**src/ssps_pkg.sv**
```systemverilog
package ssps_pkg;

  localparam int POS_W      = 32;
  localparam int HIST_D     = 17;
  localparam int RAW_D      = 6;
  localparam int PAT_N      = 12;
  localparam int PAT_MAXLEN = 18;
  localparam int PAT_W      = PAT_MAXLEN * 8;
  localparam int IDX_W      = $clog2(PAT_N);
  localparam int B64_LEN    = 7;
  localparam int FIFO_D     = 4;
  localparam int FPTR_W     = $clog2(FIFO_D);
  localparam int FCNT_W     = FPTR_W + 1;

  localparam logic [31:0] PAYLOAD_LIMIT_RST = 32'd1000;

  localparam logic [2:0] KIND_SCRIPT  = 3'd0;
  localparam logic [2:0] KIND_IFRAME  = 3'd1;
  localparam logic [2:0] KIND_JS_URI  = 3'd2;
  localparam logic [2:0] KIND_EVENT   = 3'd3;
  localparam logic [2:0] KIND_FOREIGN = 3'd4;
  localparam logic [2:0] KIND_DATA    = 3'd5;
  localparam logic [2:0] KIND_BASE64  = 3'd6;

  localparam logic SEV_CRITICAL = 1'b0;
  localparam logic SEV_WARNING  = 1'b1;

  localparam logic [1:0] CAT_XML      = 2'd0;
  localparam logic [1:0] CAT_SCRIPT   = 2'd1;
  localparam logic [1:0] CAT_METADATA = 2'd2;

  localparam logic [7:0] CH_DQUOTE = 8'h22;
  localparam logic [7:0] CH_SQUOTE = 8'h27;
  localparam logic [7:0] CH_LT     = 8'h3c;
  localparam logic [7:0] CH_GT     = 8'h3e;
  localparam logic [7:0] CH_SPACE  = 8'h20;
  localparam logic [7:0] CH_TAB    = 8'h09;
  localparam logic [7:0] CH_LF     = 8'h0a;
  localparam logic [7:0] CH_UP_A   = 8'h41;
  localparam logic [7:0] CH_UP_Z   = 8'h5a;
  localparam logic [7:0] CASE_BIT  = 8'h20;

  typedef enum logic [1:0] {
    ONCE_NONE,
    ONCE_IFRAME,
    ONCE_JS,
    ONCE_FOREIGN
  } once_e;

  typedef enum logic [1:0] {
    B64_IDLE,
    B64_MEAS,
    B64_DONE
  } b64_phase_e;

  // last character sits in the lowest byte
  localparam logic [PAT_W-1:0] PAT_STR [PAT_N] = '{
    PAT_W'("<script"),
    PAT_W'("<iframe"),
    PAT_W'("javascript:"),
    PAT_W'("onload="),
    PAT_W'("onclick="),
    PAT_W'("onerror="),
    PAT_W'("onmouseover="),
    PAT_W'("onfocus="),
    PAT_W'("onblur="),
    PAT_W'("<foreignobject"),
    PAT_W'("data:text/html"),
    PAT_W'("data:image/svg+xml")
  };

  localparam logic [4:0] PAT_LEN [PAT_N] = '{
    5'd7, 5'd7, 5'd11, 5'd7, 5'd8, 5'd8, 5'd12, 5'd8, 5'd7, 5'd14, 5'd14, 5'd18
  };

  localparam logic [2:0] PAT_KIND [PAT_N] = '{
    KIND_SCRIPT, KIND_IFRAME, KIND_JS_URI, KIND_EVENT, KIND_EVENT, KIND_EVENT,
    KIND_EVENT, KIND_EVENT, KIND_EVENT, KIND_FOREIGN, KIND_DATA, KIND_DATA
  };

  localparam logic [1:0] PAT_CAT [PAT_N] = '{
    CAT_XML, CAT_XML, CAT_SCRIPT, CAT_SCRIPT, CAT_SCRIPT, CAT_SCRIPT,
    CAT_SCRIPT, CAT_SCRIPT, CAT_SCRIPT, CAT_XML, CAT_XML, CAT_XML
  };

  localparam logic [3:0] PAT_RLEN [PAT_N] = '{
    4'd7, 4'd7, 4'd11, 4'd7, 4'd7, 4'd7, 4'd7, 4'd7, 4'd7, 4'd14, 4'd10, 4'd10
  };

  localparam once_e PAT_ONCE [PAT_N] = '{
    ONCE_NONE, ONCE_IFRAME, ONCE_JS, ONCE_NONE, ONCE_NONE, ONCE_NONE,
    ONCE_NONE, ONCE_NONE, ONCE_NONE, ONCE_FOREIGN, ONCE_NONE, ONCE_NONE
  };

  localparam logic [B64_LEN*8-1:0] B64_MARK = "base64,";

  typedef struct packed {
    logic             valid;
    logic [IDX_W-1:0] idx;
  } hit_t;

  typedef struct packed {
    logic             valid;
    logic [POS_W-1:0] start;
    logic [POS_W-1:0] span;
  } b64_warn_t;

  typedef struct packed {
    logic        safe;
    logic [31:0] len;
    logic [31:0] start;
    logic [1:0]  cat;
    logic        sev;
    logic [2:0]  kind;
    logic        summary;
    logic        last;
  } res_t;

  function automatic logic [7:0] fold(input logic [7:0] b);
    return (b >= CH_UP_A && b <= CH_UP_Z) ? (b | CASE_BIT) : b;
  endfunction

  function automatic logic is_term(input logic [7:0] b);
    return b == CH_DQUOTE || b == CH_SQUOTE || b == CH_LT || b == CH_GT ||
           b == CH_SPACE || b == CH_TAB || b == CH_LF;
  endfunction

  function automatic logic [31:0] to_out32(input logic [POS_W-1:0] v);
    logic [POS_W+31:0] w;
    w = {32'b0, v};
    return w[31:0];
  endfunction

endpackage

```
**src/svg_script_pattern_scanner.sv**
```systemverilog
// Channel   | Dir | Fields (tdata from bit 0 up)
// s_axis    | in  | tdata: data_byte[7:0]; tlast: final_byte
// m_axis    | out | tdata: issue_kind, severity, category, start_position,
//           |     |   match_length, doc_safe, pad; tuser: is_summary; tlast: last_result
// cfg       | in  | we + wdata: payload_limit
//
// One byte per cycle while tready is high; one word out per cycle unless m_axis stalls.
// A byte yields up to two words (issue plus summary on the final byte); a 4-word
// result FIFO takes them and tready drops while fewer than two slots are free.
// Pattern compares run in parallel on a row of 17 history cells.
// Async active-low reset; payload_limit resets to 1000.
module svg_script_pattern_scanner (
  input  logic        clk_i,
  input  logic        rst_ni,
  input  logic        s_axis_tvalid_i,
  output logic        s_axis_tready_o,
  input  logic [7:0]  s_axis_tdata_i,   // data_byte
  input  logic        s_axis_tlast_i,   // final_byte
  output logic        m_axis_tvalid_o,
  input  logic        m_axis_tready_i,
  output logic [71:0] m_axis_tdata_o,   // kind[2:0] sev[3] cat[5:4] start[37:6]
                                        // len[69:38] safe[70] zero[71]
  output logic        m_axis_tuser_o,   // is_summary
  output logic        m_axis_tlast_o,   // last_result
  input  logic        cfg_we_i,
  input  logic [31:0] cfg_wdata_i
);
  import ssps_pkg::*;

  logic             acc, fin;
  logic [7:0]       cur_raw, cur_fold;
  logic [7:0]       cell_raw  [HIST_D];
  logic [7:0]       cell_fold [HIST_D];
  logic [7:0]       raw_hist  [RAW_D];
  hit_t             hit;
  logic             mark;
  b64_warn_t        warn;

  logic [31:0]      limit_q;
  logic [POS_W-1:0] off_q, off_d;
  logic             seen_iframe_q, seen_js_q, seen_foreign_q;
  logic             any_crit_q;
  logic             blocked, emit_pat;
  logic [POS_W-1:0] pat_start;

  res_t              fifo_q [FIFO_D];
  logic [FPTR_W-1:0] wr_ptr_q, rd_ptr_q;
  logic [FCNT_W-1:0] cnt_q;
  logic [1:0]        wr_n;
  logic              pop;
  res_t              issue_r, sum_r, w0, w1, head;

  assign s_axis_tready_o = cnt_q <= FCNT_W'(FIFO_D - 2);
  assign acc      = s_axis_tvalid_i && s_axis_tready_o;
  assign fin      = s_axis_tlast_i;
  assign cur_raw  = s_axis_tdata_i;
  assign cur_fold = fold(s_axis_tdata_i);

  genvar i;
  generate
    for (i = 0; i < HIST_D; i++) begin : g_cell
      ssps_cell u_cell (
        .clk_i   (clk_i),
        .rst_ni  (rst_ni),
        .shift_i (acc),
        .clear_i (acc && fin),
        .d_i     ((i == 0) ? cur_raw : cell_raw[(i == 0) ? 0 : i - 1]),
        .raw_o   (cell_raw[i]),
        .fold_o  (cell_fold[i])
      );
    end
    for (i = 0; i < RAW_D; i++) begin : g_raw
      assign raw_hist[i] = cell_raw[i];
    end
  endgenerate

  ssps_match u_match (
    .cur_raw_i   (cur_raw),
    .cur_fold_i  (cur_fold),
    .fold_hist_i (cell_fold),
    .raw_hist_i  (raw_hist),
    .hit_o       (hit),
    .mark_o      (mark)
  );

  ssps_b64 u_b64 (
    .clk_i   (clk_i),
    .rst_ni  (rst_ni),
    .acc_i   (acc),
    .fin_i   (fin),
    .cur_i   (cur_raw),
    .mark_i  (mark),
    .off_i   (off_q),
    .limit_i (limit_q),
    .warn_o  (warn)
  );

  always_comb begin
    case (PAT_ONCE[hit.idx])
      ONCE_IFRAME:  blocked = seen_iframe_q;
      ONCE_JS:      blocked = seen_js_q;
      ONCE_FOREIGN: blocked = seen_foreign_q;
      default:      blocked = 1'b0;
    endcase
  end

  assign emit_pat  = acc && hit.valid && !blocked;
  assign pat_start = off_q - (POS_W'(PAT_LEN[hit.idx]) - POS_W'(1));

  // a pattern never ends on a terminator byte, so issue and warning are exclusive
  always_comb begin
    issue_r = '0;
    if (emit_pat) begin
      issue_r.kind  = PAT_KIND[hit.idx];
      issue_r.sev   = SEV_CRITICAL;
      issue_r.cat   = PAT_CAT[hit.idx];
      issue_r.start = to_out32(pat_start);
      issue_r.len   = {28'b0, PAT_RLEN[hit.idx]};
    end else begin
      issue_r.kind  = KIND_BASE64;
      issue_r.sev   = SEV_WARNING;
      issue_r.cat   = CAT_METADATA;
      issue_r.start = to_out32(warn.start);
      issue_r.len   = to_out32(warn.span);
    end
    issue_r.last = !fin;

    sum_r         = '0;
    sum_r.summary = 1'b1;
    sum_r.safe    = !(any_crit_q || emit_pat);
    sum_r.last    = 1'b1;

    w0   = (emit_pat || warn.valid) ? issue_r : sum_r;
    w1   = sum_r;
    wr_n = 2'd0;
    if (acc) begin
      wr_n = 2'({1'b0, emit_pat || warn.valid} + {1'b0, fin});
    end
  end

  assign off_d = (acc && fin) ? '0 : (acc ? off_q + POS_W'(1) : off_q);

  always_ff @(posedge clk_i or negedge rst_ni) begin
    if (!rst_ni) begin
      limit_q        <= PAYLOAD_LIMIT_RST;
      off_q          <= '0;
      seen_iframe_q  <= 1'b0;
      seen_js_q      <= 1'b0;
      seen_foreign_q <= 1'b0;
      any_crit_q     <= 1'b0;
    end else begin
      if (cfg_we_i) begin
        limit_q <= cfg_wdata_i;
      end
      off_q <= off_d;
      if (acc && fin) begin
        seen_iframe_q  <= 1'b0;
        seen_js_q      <= 1'b0;
        seen_foreign_q <= 1'b0;
        any_crit_q     <= 1'b0;
      end else if (emit_pat) begin
        any_crit_q <= 1'b1;
        if (PAT_ONCE[hit.idx] == ONCE_IFRAME) begin
          seen_iframe_q <= 1'b1;
        end
        if (PAT_ONCE[hit.idx] == ONCE_JS) begin
          seen_js_q <= 1'b1;
        end
        if (PAT_ONCE[hit.idx] == ONCE_FOREIGN) begin
          seen_foreign_q <= 1'b1;
        end
      end
    end
  end

  // result FIFO
  assign pop  = m_axis_tvalid_o && m_axis_tready_i;
  assign head = fifo_q[rd_ptr_q];

  always_ff @(posedge clk_i) begin
    if (wr_n != 2'd0) begin
      fifo_q[wr_ptr_q] <= w0;
    end
    if (wr_n == 2'd2) begin
      fifo_q[wr_ptr_q + FPTR_W'(1)] <= w1;
    end
  end

  always_ff @(posedge clk_i or negedge rst_ni) begin
    if (!rst_ni) begin
      wr_ptr_q <= '0;
      rd_ptr_q <= '0;
      cnt_q    <= '0;
    end else begin
      wr_ptr_q <= wr_ptr_q + FPTR_W'(wr_n);
      rd_ptr_q <= rd_ptr_q + FPTR_W'(pop);
      cnt_q    <= cnt_q + FCNT_W'(wr_n) - FCNT_W'(pop);
    end
  end

  assign m_axis_tvalid_o = cnt_q != '0;
  assign m_axis_tdata_o  = {1'b0, head.safe, head.len, head.start, head.cat, head.sev,
                            head.kind};
  assign m_axis_tuser_o  = head.summary;
  assign m_axis_tlast_o  = head.last;

  a_fifo_bound: assert property (@(posedge clk_i) disable iff (!rst_ni)
    cnt_q <= FCNT_W'(FIFO_D))
    else $error("result FIFO overflow");

  a_doc_clear: assert property (@(posedge clk_i) disable iff (!rst_ni)
    acc && fin |=> off_q == '0 && !any_crit_q && !seen_iframe_q && !seen_js_q &&
    !seen_foreign_q)
    else $error("document state not cleared after final byte");

  a_crit_set: assert property (@(posedge clk_i) disable iff (!rst_ni)
    emit_pat && !fin |=> any_crit_q)
    else $error("critical issue not recorded");

endmodule

```
**src/ssps_cell.sv**
```systemverilog
module ssps_cell (
  input  logic       clk_i,
  input  logic       rst_ni,
  input  logic       shift_i,
  input  logic       clear_i,
  input  logic [7:0] d_i,
  output logic [7:0] raw_o,
  output logic [7:0] fold_o
);
  import ssps_pkg::*;

  logic [7:0] byte_q, byte_d;

  always_comb begin
    byte_d = byte_q;
    if (clear_i) begin
      byte_d = '0;
    end else if (shift_i) begin
      byte_d = d_i;
    end
  end

  always_ff @(posedge clk_i or negedge rst_ni) begin
    if (!rst_ni) begin
      byte_q <= '0;
    end else begin
      byte_q <= byte_d;
    end
  end

  assign raw_o  = byte_q;
  assign fold_o = fold(byte_q);

endmodule

```
**src/ssps_match.sv**
```systemverilog
module ssps_match (
  input  logic [7:0]     cur_raw_i,
  input  logic [7:0]     cur_fold_i,
  input  logic [7:0]     fold_hist_i [ssps_pkg::HIST_D],
  input  logic [7:0]     raw_hist_i  [ssps_pkg::RAW_D],
  output ssps_pkg::hit_t hit_o,
  output logic           mark_o
);
  import ssps_pkg::*;

  logic [7:0]            win     [HIST_D+1];
  logic [7:0]            raw_win [RAW_D+1];
  logic [PAT_MAXLEN-1:0] eq      [PAT_N];
  logic [PAT_N-1:0]      pm;
  logic [B64_LEN-1:0]    meq;

  assign win[0]     = cur_fold_i;
  assign raw_win[0] = cur_raw_i;

  genvar k, p, j;
  generate
    for (k = 0; k < HIST_D; k++) begin : g_win
      assign win[k+1] = fold_hist_i[k];
    end
    for (k = 0; k < RAW_D; k++) begin : g_rwin
      assign raw_win[k+1] = raw_hist_i[k];
    end
    for (p = 0; p < PAT_N; p++) begin : g_pat
      for (j = 0; j < PAT_MAXLEN; j++) begin : g_chr
        assign eq[p][j] = (5'(j) < PAT_LEN[p]) ? (win[j] == PAT_STR[p][8*j +: 8]) : 1'b1;
      end
      assign pm[p] = &eq[p];
    end
    for (j = 0; j < B64_LEN; j++) begin : g_mark
      assign meq[j] = raw_win[j] == B64_MARK[8*j +: 8];
    end
  endgenerate

  assign mark_o = &meq;

  always_comb begin
    hit_o.valid = |pm;
    hit_o.idx   = '0;
    for (int i = PAT_N - 1; i >= 0; i--) begin
      if (pm[i]) begin
        hit_o.idx = IDX_W'(i);
      end
    end
  end

endmodule

```
**src/ssps_b64.sv**
```systemverilog
module ssps_b64 (
  input  logic                      clk_i,
  input  logic                      rst_ni,
  input  logic                      acc_i,
  input  logic                      fin_i,
  input  logic [7:0]                cur_i,
  input  logic                      mark_i,
  input  logic [ssps_pkg::POS_W-1:0] off_i,
  input  logic [31:0]               limit_i,
  output ssps_pkg::b64_warn_t       warn_o
);
  import ssps_pkg::*;

  b64_phase_e       phase_q, phase_d;
  logic [POS_W-1:0] span_q, span_d;
  logic [POS_W-1:0] start_q, start_d;
  logic             term, over;

  assign term = is_term(cur_i);
  assign over = {{32{1'b0}}, span_q} > {{POS_W{1'b0}}, limit_i};

  always_comb begin
    phase_d = phase_q;
    span_d  = span_q;
    start_d = start_q;
    if (acc_i) begin
      if (fin_i) begin
        phase_d = B64_IDLE;
        span_d  = '0;
        start_d = '0;
      end else begin
        case (phase_q)
          B64_IDLE: begin
            if (mark_i) begin
              phase_d = B64_MEAS;
              span_d  = POS_W'(B64_LEN);
              start_d = off_i - POS_W'(B64_LEN - 1);
            end
          end
          B64_MEAS: begin
            span_d = span_q + POS_W'(1);
            if (term) begin
              phase_d = B64_DONE;
            end
          end
          B64_DONE: phase_d = B64_DONE;
          default:  phase_d = B64_IDLE;
        endcase
      end
    end
  end

  always_comb begin
    warn_o.valid = acc_i && (phase_q == B64_MEAS) && term && over;
    warn_o.start = start_q;
    warn_o.span  = span_q;
  end

  always_ff @(posedge clk_i or negedge rst_ni) begin
    if (!rst_ni) begin
      phase_q <= B64_IDLE;
      span_q  <= '0;
      start_q <= '0;
    end else begin
      phase_q <= phase_d;
      span_q  <= span_d;
      start_q <= start_d;
    end
  end

  a_fin_idle: assert property (@(posedge clk_i) disable iff (!rst_ni)
    acc_i && fin_i |=> phase_q == B64_IDLE && span_q == '0)
    else $error("base64 tracker not cleared at end of document");

  a_meas_span: assert property (@(posedge clk_i) disable iff (!rst_ni)
    acc_i && !fin_i && phase_q == B64_IDLE && mark_i |=> phase_q == B64_MEAS &&
    span_q == POS_W'(B64_LEN))
    else $error("base64 span not started on mark");

endmodule

```
**config.mk**
```make
export PLATFORM = sky130hd
export DESIGN_NAME = svg_script_pattern_scanner
export DESIGN_NICKNAME = d
export VERILOG_FILES = /design/src/ssps_pkg.sv /design/src/svg_script_pattern_scanner.sv /design/src/ssps_cell.sv /design/src/ssps_match.sv /design/src/ssps_b64.sv
export SDC_FILE = /design/constraint.sdc
export NUM_CORES = 1
export LEC_CHECK = 0
export ABC_AREA = 1
export BUFFER_PORTS_ARGS = -buffer_cell sky130_fd_sc_hd__buf_2
export CORE_UTILIZATION = 35
export DETAILED_ROUTE_END_ITERATION = 10
export PLACE_DENSITY_LB_ADDON = 0.3
export SLEW_MARGIN = 10
export SYNTH_ARGS = -nofsm -noshare
export SYNTH_HDL_FRONTEND = slang
export SYNTH_SLANG_ARGS = --single-unit
```
**constraint.sdc**
```tcl
create_clock -name clk_i -period 9.4 [get_ports clk_i]
set_clock_uncertainty 0.15 [all_clocks]
set_input_delay 0.47 -clock clk_i [delete_from_list [all_inputs] [get_ports clk_i]]
set_output_delay 0.47 -clock clk_i [all_outputs]
set_load 0.1 [all_outputs]
```
==> metrics.json, run 1 <==
{
  "gr-total-overflow": 0,
  "timing.hold.ws_ns": 0.0205,
  "mappedNetlistArea_um2": 30600,
  "worst_setup_path_end_kind": "register",
  "p_seq_share_pct": 29.1,
  "run_status": "completed",
  "floorplan.die.width_um": 298,
  "io_buffer_count": 120,
  "wl_per_cell_um": 18.2,
  "synthTopCellsByCount": "nand2_1, nor2_1, inv_1",
  "detailedRoute.firstIterationViolations": 2588,
  "post_synth_edffs": 4,
  "cells_taking_the_most_area_after_synthesis": "dfrtp_1, dfxtp_1, nand2_1",
  "maxCapViolCount": 0,
  "cts_setup_buffers": 0,
  "synth-async-reset-ratio_pct": 49.0,
  "floorplan.initialDensity_pct": 35.3,
  "internal-power_mw": 5.42,
  "ys_types": 65,
  "tritoncts": "done",
  "fp.dieArea_um2": 88500,
  "power.leakage_nw": 15.8,
  "first_pass_iters": 6,
  "critPathSlowestCell": "nand2_1",
  "hold_violations": 0,
  "yosysWarningCount": 0,
  "numCtsBuffers": 69,
  "yosys_most_used_dff": "dfxtp_1",
  "pin_count": 122,
  "totalWireLength_um": 103000,
  "comb_power_share_pct": 44.8,
  "clk-insertion-delay-late_ns": 0.62,
  "rsz0062_at_grt": "no",
  "ctsHtreeMaxLevel": 3,
  "finish.net_count": 4586,
  "final_design_area_no_fill_um2": 35000,
  "power_per_cell_area_nw_per_um2": 309,
  "number_of_global_route_vias_before_repair": 28257,
  "path_max_fanout": 45,
  "p_sw_share_pct": 49.9,
  "pin_count_of_the_biggest_net_entering_global_routing": 99,
  "finalSetupViolations": 0,
  "clock_power_share_pct": 26.1,
  "achievable-frequency_ghz": 0.127,
  "p_sw_mw": 5.39,
  "drv_slew": 0,
  "worst_path_largest_cell_delay_ns": 0.75,
  "drcViolationCount": 0,
  "avgSynthCellArea_um2": 7.00,
  "coreArea_um2": 86600,
  "postLayoutSetupSlackWorst_ns": 1.51,
  "synth_top_area_share_pct": 22.2,
  "synthToLayoutAreaGrowth_pct": 14.5,
  "die_height_um": 298,
  "tritoncts_num_sinks": 565,
  "path_common_cell": "nand2_1",
  "post-dp-hpwl_um": 74400,
  "timing.setup.tns_ns": 0,
  "slew_headroom_pct": 24.5,
  "cell_with_the_most_instances_after_synthesis": "nand2_1",
  "worst_ep_required_time_ns": 9.81,
  "n_antenna_cell": 0,
  "synth-seq-cells": 565,
  "grt_usage_pct": 23.0,
  "place_congestion": 0.993,
  "layout_worst_path_cycle_share_pct": 83.9,
  "dp_worst_setup_slack_ns": 1.51,
  "sequential_cell_area_fraction_in_the_yosys_report_pct": 41.7,
  "clock_tree.buffer_depth": 3,
  "cts_hold_buffers": 31,
  "layout_cells_sized_above_1_pct": 7.32,
  "clock-root-buffer": "clkbuf_16",
  "arrival_ns": 8.30,
  "path_category_of_the_worst_min_delay_check": "input port to register",
  "worstSetupPathType": "register to register",
  "vdd.ir_drop.worst_uv": 380,
  "min_period_ns": 7.89,
  "antenna_found_initial": 1,
  "clk_transition_reported_paths_ns": 0.06,
  "placed_area_um2": 32200,
  "worst_slew_pin_tran_ns": 1.13,
  "yosysTopAreaCell": "dfrtp_1",
  "first_pass_grt_wire_length_um": 163000,
  "antenna_left": 0,
  "postSynthCellCount": 4364,
  "worstSetupStartpointType": "register",
  "routed-via-count": 29841,
  "route.detailed.vias_per_inst": 5.27,
  "placementRows": 108,
  "cts_resized": 0
}
==> cell families (layout without fill, tap and decap cells) <==
group	after synthesis	in the layout	synth area share [%]
flops	565	565	41.7
other cells	2	27	0.0246
fa+ha+maj	83	83	3.45
compound gates	798	798	14.5
xor+xnor	55	55	1.58
simple gates	2239	2239	31.0
buf+inv	621	742	7.75
mux	1	1	0.0368
==> layer usage <==
metal	global-route usage (%)	wire length, um
met5	0	0
met4	6.60	2550
met3	3.56	6550
met2	35.9	46200
met1	32.6	48100
==> path summary, 6_finish.rpt <==
path	startpoint	slack, ns	depth (start not counted)	end
max	g_cell[4].u_cell.raw_o[2]$_DFFE_PN0P_	1.51	32	fifo_q[0][20]$_SDFFE_PP0P_
min	cfg_wdata_i[6]	0.02	3	limit_q[6]$_DFFE_PN1P_
max reg2reg	g_cell[4].u_cell.raw_o[2]$_DFFE_PN0P_	1.51	32	fifo_q[0][20]$_SDFFE_PP0P_
min reg2reg	fifo_q[1][30]$_SDFFE_PP0P_	0.30	2	fifo_q[1][30]$_SDFFE_PP0P_
max in group asynchronous	rst_ni	6.73	4	g_cell[7].u_cell.raw_o[1]$_DFFE_PN0P_
min in group asynchronous	rst_ni	0.30	2	u_b64.start_q[18]$_DFFE_PN0P_
==> cell type report <==
class,instances,area (um2)
Clock inverter,24,363
Fill cell,9125,51600
Clock buffer,100,2060
Sequential cell,565,12700
Multi-Input combinational cell,3203,15600
Tap cell,1155,1450
Inverter,442,1660
Timing Repair Buffer,176,1110
==> critical path, delay by kind of cell, from the launching register on <==
| kind | cells | cell delay (ns) |
|---|---|---|
| buffers and inverters | 7 | 2.07 |
| AND/OR/NAND/NOR | 23 | 4.60 |
| flip-flops | 1 | 0.45 |
| adder cells (fa/ha/maj) | 2 | 0.50 |
==> stage by stage <==
| stage | utilization, % | power [mW] | instances |
|---|---|---|---|
| finish | 40.4 | 10.8 | 5665 |
| global route | 40.4 | 11.3 | 5665 |
| CTS | 40.4 | 10.8 | 5665 |
| detailed placement | 37.2 | 7.98 | 5510 |
| global placement | 37.2 | 7.98 | 5510 |
| floorplan | - | 6.79 | 4389 |
==> state kept, by name, summed over array words and instances, names as in the netlist <==
| register | cells |
|---|---|
| g_cell.u_cell.raw_o | 136 |
| any_crit_q | 1 |
| seen_foreign_q | 1 |
| seen_js_q | 1 |
| cnt_q | 3 |
| seen_iframe_q | 1 |
| u_b64.start_q | 32 |
| limit_q | 32 |
| wr_ptr_q | 2 |
| u_b64.span_q | 32 |
| u_b64.phase_q | 2 |
| rd_ptr_q | 2 |
| fifo_q | 288 |
| off_q | 32 |
==> cell usage in the layout (no fill, tap or decap), types with 92 or more instances in the layout <==
master	Yosys	final
o22ai_1	205	205
a21oi_1	126	126
inv_1	425	423
buf_2	8	119
nor3_1	124	124
nor2_1	549	544
nand4_1	92	92
nand2_1	1132	1131
nand3_1	245	245
dfrtp_1	271	269
dfxtp_1	284	284
o21ai_0	395	395
==> power groups by stage <==
stage	logic (mW)	clock network (mW)	registers (mW)
3_3_place_gp	4.80	0	3.17
6_report	4.84	2.82	3.15
3_5_place_dp	4.80	0	3.18
2_1_floorplan	3.77	0	3.02
5_1_grt	5.19	2.97	3.20
4_1_cts	4.82	2.88	3.14
Note: power is estimated with default switching activity, not from simulation.
==> inputs of run 2 (changes only) <==
==> constraint.sdc (replaced) <==
create_clock -name clk_i -period 6.8 [get_ports clk_i]
set_clock_uncertainty 0.15 [all_clocks]
set_input_delay 0.34 -clock clk_i [delete_from_list [all_inputs] [get_ports clk_i]]
set_output_delay 0.34 -clock clk_i [all_outputs]
set_load 0.1 [all_outputs]
==> metrics.json, run 2 (same netlist as run 1, synthesis figures left out) <==
{
  "route.detailed.vias_per_inst": 5.32,
  "wl_per_cell_um": 18.8,
  "layout_worst_path_cycle_share_pct": 91.3,
  "critPathSlowestCell": "nor2_4",
  "number_of_global_route_vias_before_repair": 28933,
  "min_period_ns": 6.21,
  "routed-via-count": 30360,
  "rsz0062_at_grt": "no",
  "hold_violations": 0,
  "worst_ep_required_time_ns": 7.19,
  "arrival_ns": 6.60,
  "maxCapViolCount": 0,
  "most_frequent_cells_in_the_layout": "nand2_1, nor2_1, inv_1",
  "r2r.worst_path.cells": 31,
  "crit-reg2reg-launch": "g_cell[9].u_cell.raw_o[1]$_DFFE_PN0P_",
  "pin_count_of_the_biggest_net_entering_global_routing": 168,
  "drv_slew": 0,
  "achievable-frequency_ghz": 0.161,
  "finish.net_count": 4624,
  "p_total_mw": 14.9,
  "largest_register_ffs": 288,
  "path_common_cell": "nand2_1",
  "worst_slew_pin_tran_ns": 1.25,
  "io_buffer_count": 120,
  "filler_cell_count": 9115,
  "first_pass_grt_wire_length_um": 168000,
  "path_max_fanout": 35,
  "totalWireLength_um": 107000,
  "power_per_cell_area_nw_per_um2": 422,
  "antenna_found_initial": 1,
  "cts_setup_buffers": 0,
  "fp.dieArea_um2": 88500,
  "tritoncts_num_sinks": 565,
  "worst_path_largest_cell_delay_ns": 0.69,
  "antenna_left": 0,
  "timing.rr.end": "fifo_q[1][16]$_SDFFE_PP0P_",
  "floorplan.initialDensity_pct": 35.3,
  "clock-root-buffer": "clkbuf_16",
  "coreArea_um2": 86600,
  "worst_setup_path_end_kind": "register",
  "synthToLayoutAreaGrowth_pct": 15.3,
  "ctsHtreeMaxLevel": 3,
  "clock_tree.buffer_depth": 3,
  "register_with_the_highest_flop_count": "fifo_q",
  "path_category_of_the_worst_min_delay_check": "input port to register",
  "die_height_um": 298,
  "placementRows": 108,
  "drcViolationCount": 0,
  "detailedRoute.firstIterationViolations": 2872,
  "regToRegSetupSlack_ns": 0.59,
  "layout_cells_sized_above_1_pct": 7.94,
  "place_congestion": 1.04,
  "timing.setup.tns_ns": 0,
  "vdd.ir_drop.worst_uv": 540,
  "worstSetupStartpointType": "register",
  "numCtsBuffers": 68,
  "hold_path_depth": 3,
  "first_pass_iters": 9,
  "clk_transition_reported_paths_ns": 0.06,
  "clk-insertion-delay-late_ns": 0.62,
  "worstSetupPathType": "register to register",
  "layout_commonest_cell": "nand2_1",
  "gr-total-overflow": 0,
  "hold_path_start": "s_axis_tdata_i[0]",
  "finalSetupViolations": 0,
  "floorplan.die.width_um": 298,
  "pin_count": 122,
  "tritoncts": "done",
  "grt_usage_pct": 23.7,
  "power.leakage_nw": 15.9,
  "slew_headroom_pct": 16.9,
  "post-dp-hpwl_um": 76400,
  "run_status": "completed",
  "holdPathEnd": "g_cell[0].u_cell.raw_o[0]$_DFFE_PN0P_"
}
[run 2: timing repair]
| item | 4_1_cts | 5_1_grt |
|---|---|---|
| hold endpoints to repair | 80 | 0 |
| resized for setup | 0 | 7 |
| hold buffers | 41 | 0 |
| endpoints found under the setup margin | 0 | 70 |
[run 2: metal layers]
metal	part of all wire, %	wire (um)	vias to the layer above	global-route usage [%]
met2	44	47500	1077	37.2
met1	46	49200	14372	33.4
met5	0.0065	7	-	0
met4	3.0	3220	2	8.01
met3	6.9	7400	205	3.30
li1	-	-	14704	-
[run 2: worst max path at each step]
stage                                          startpoint                          to
finish              g_cell[9].u_cell.raw_o[1]$_DFFE_PN0P_  fifo_q[1][16]$_SDFFE_PP0P_
detailed placement  g_cell[9].u_cell.raw_o[1]$_DFFE_PN0P_  fifo_q[3][34]$_SDFFE_PP0P_
floorplan           g_cell[5].u_cell.raw_o[7]$_DFFE_PN0P_  fifo_q[0][34]$_SDFFE_PP0P_
global placement    g_cell[9].u_cell.raw_o[1]$_DFFE_PN0P_  fifo_q[2][34]$_SDFFE_PP0P_
global route        g_cell[9].u_cell.raw_o[1]$_DFFE_PN0P_  fifo_q[3][34]$_SDFFE_PP0P_
CTS                 g_cell[9].u_cell.raw_o[1]$_DFFE_PN0P_  fifo_q[3][34]$_SDFFE_PP0P_
[run 2: layout make-up]
class / count / area (um2) / share of cell area, %
well taps: 1155 / 1450 / 4.10
clock inverters: 26 / 339 / 0.962
inverters: 442 / 1660 / 4.72
multi-input cells: 3204 / 15600 / 44.3
clock buffers: 97 / 1960 / 5.57
flip-flops and latches: 565 / 12700 / 36.2
diodes: 1 / 2.50 / 0.00710
repair buffers: 214 / 1460 / 4.13
[run 2: stage by stage]
stage / area [um2] / hold WS (ns) / util (%) / std cells / setup slack [ns]
after floorplan: 30700 / -0.106 / - / 4389 / 1.94
after global placement: 32500 / 0.129 / 37.5 / 5538 / 0.431
after detailed placement: 32500 / 0.126 / 37.5 / 5538 / 0.481
after CTS: 35200 / 0.00623 / 40.6 / 5702 / 0.458
after global routing: 35200 / 0.0652 / 40.7 / 5703 / 0.0892
final: 35200 / 0.0434 / 40.7 / 5704 / 0.594
[run 2: power by group]
| part | total [mW] | leakage [nW] | switching (mW) | internal [mW] |
|---|---|---|---|---|
| logic | 6.85 | 8.77 | 5.45 | 1.40 |
| registers | 4.33 | 6.06 | 0.504 | 3.82 |
| clock network | 3.71 | 1.12 | 1.56 | 2.16 |
[run 2: worst max-delay path, delay by kind of cell, from the launching register on]
kind / cells / cell delay (ns)
buffers and inverters: 6 / 0.95
AOI/OAI and AO/OA: 1 / 0.23
DFF: 1 / 0.39
and+or+nand+nor: 22 / 3.83
adders and majority gates: 2 / 0.50
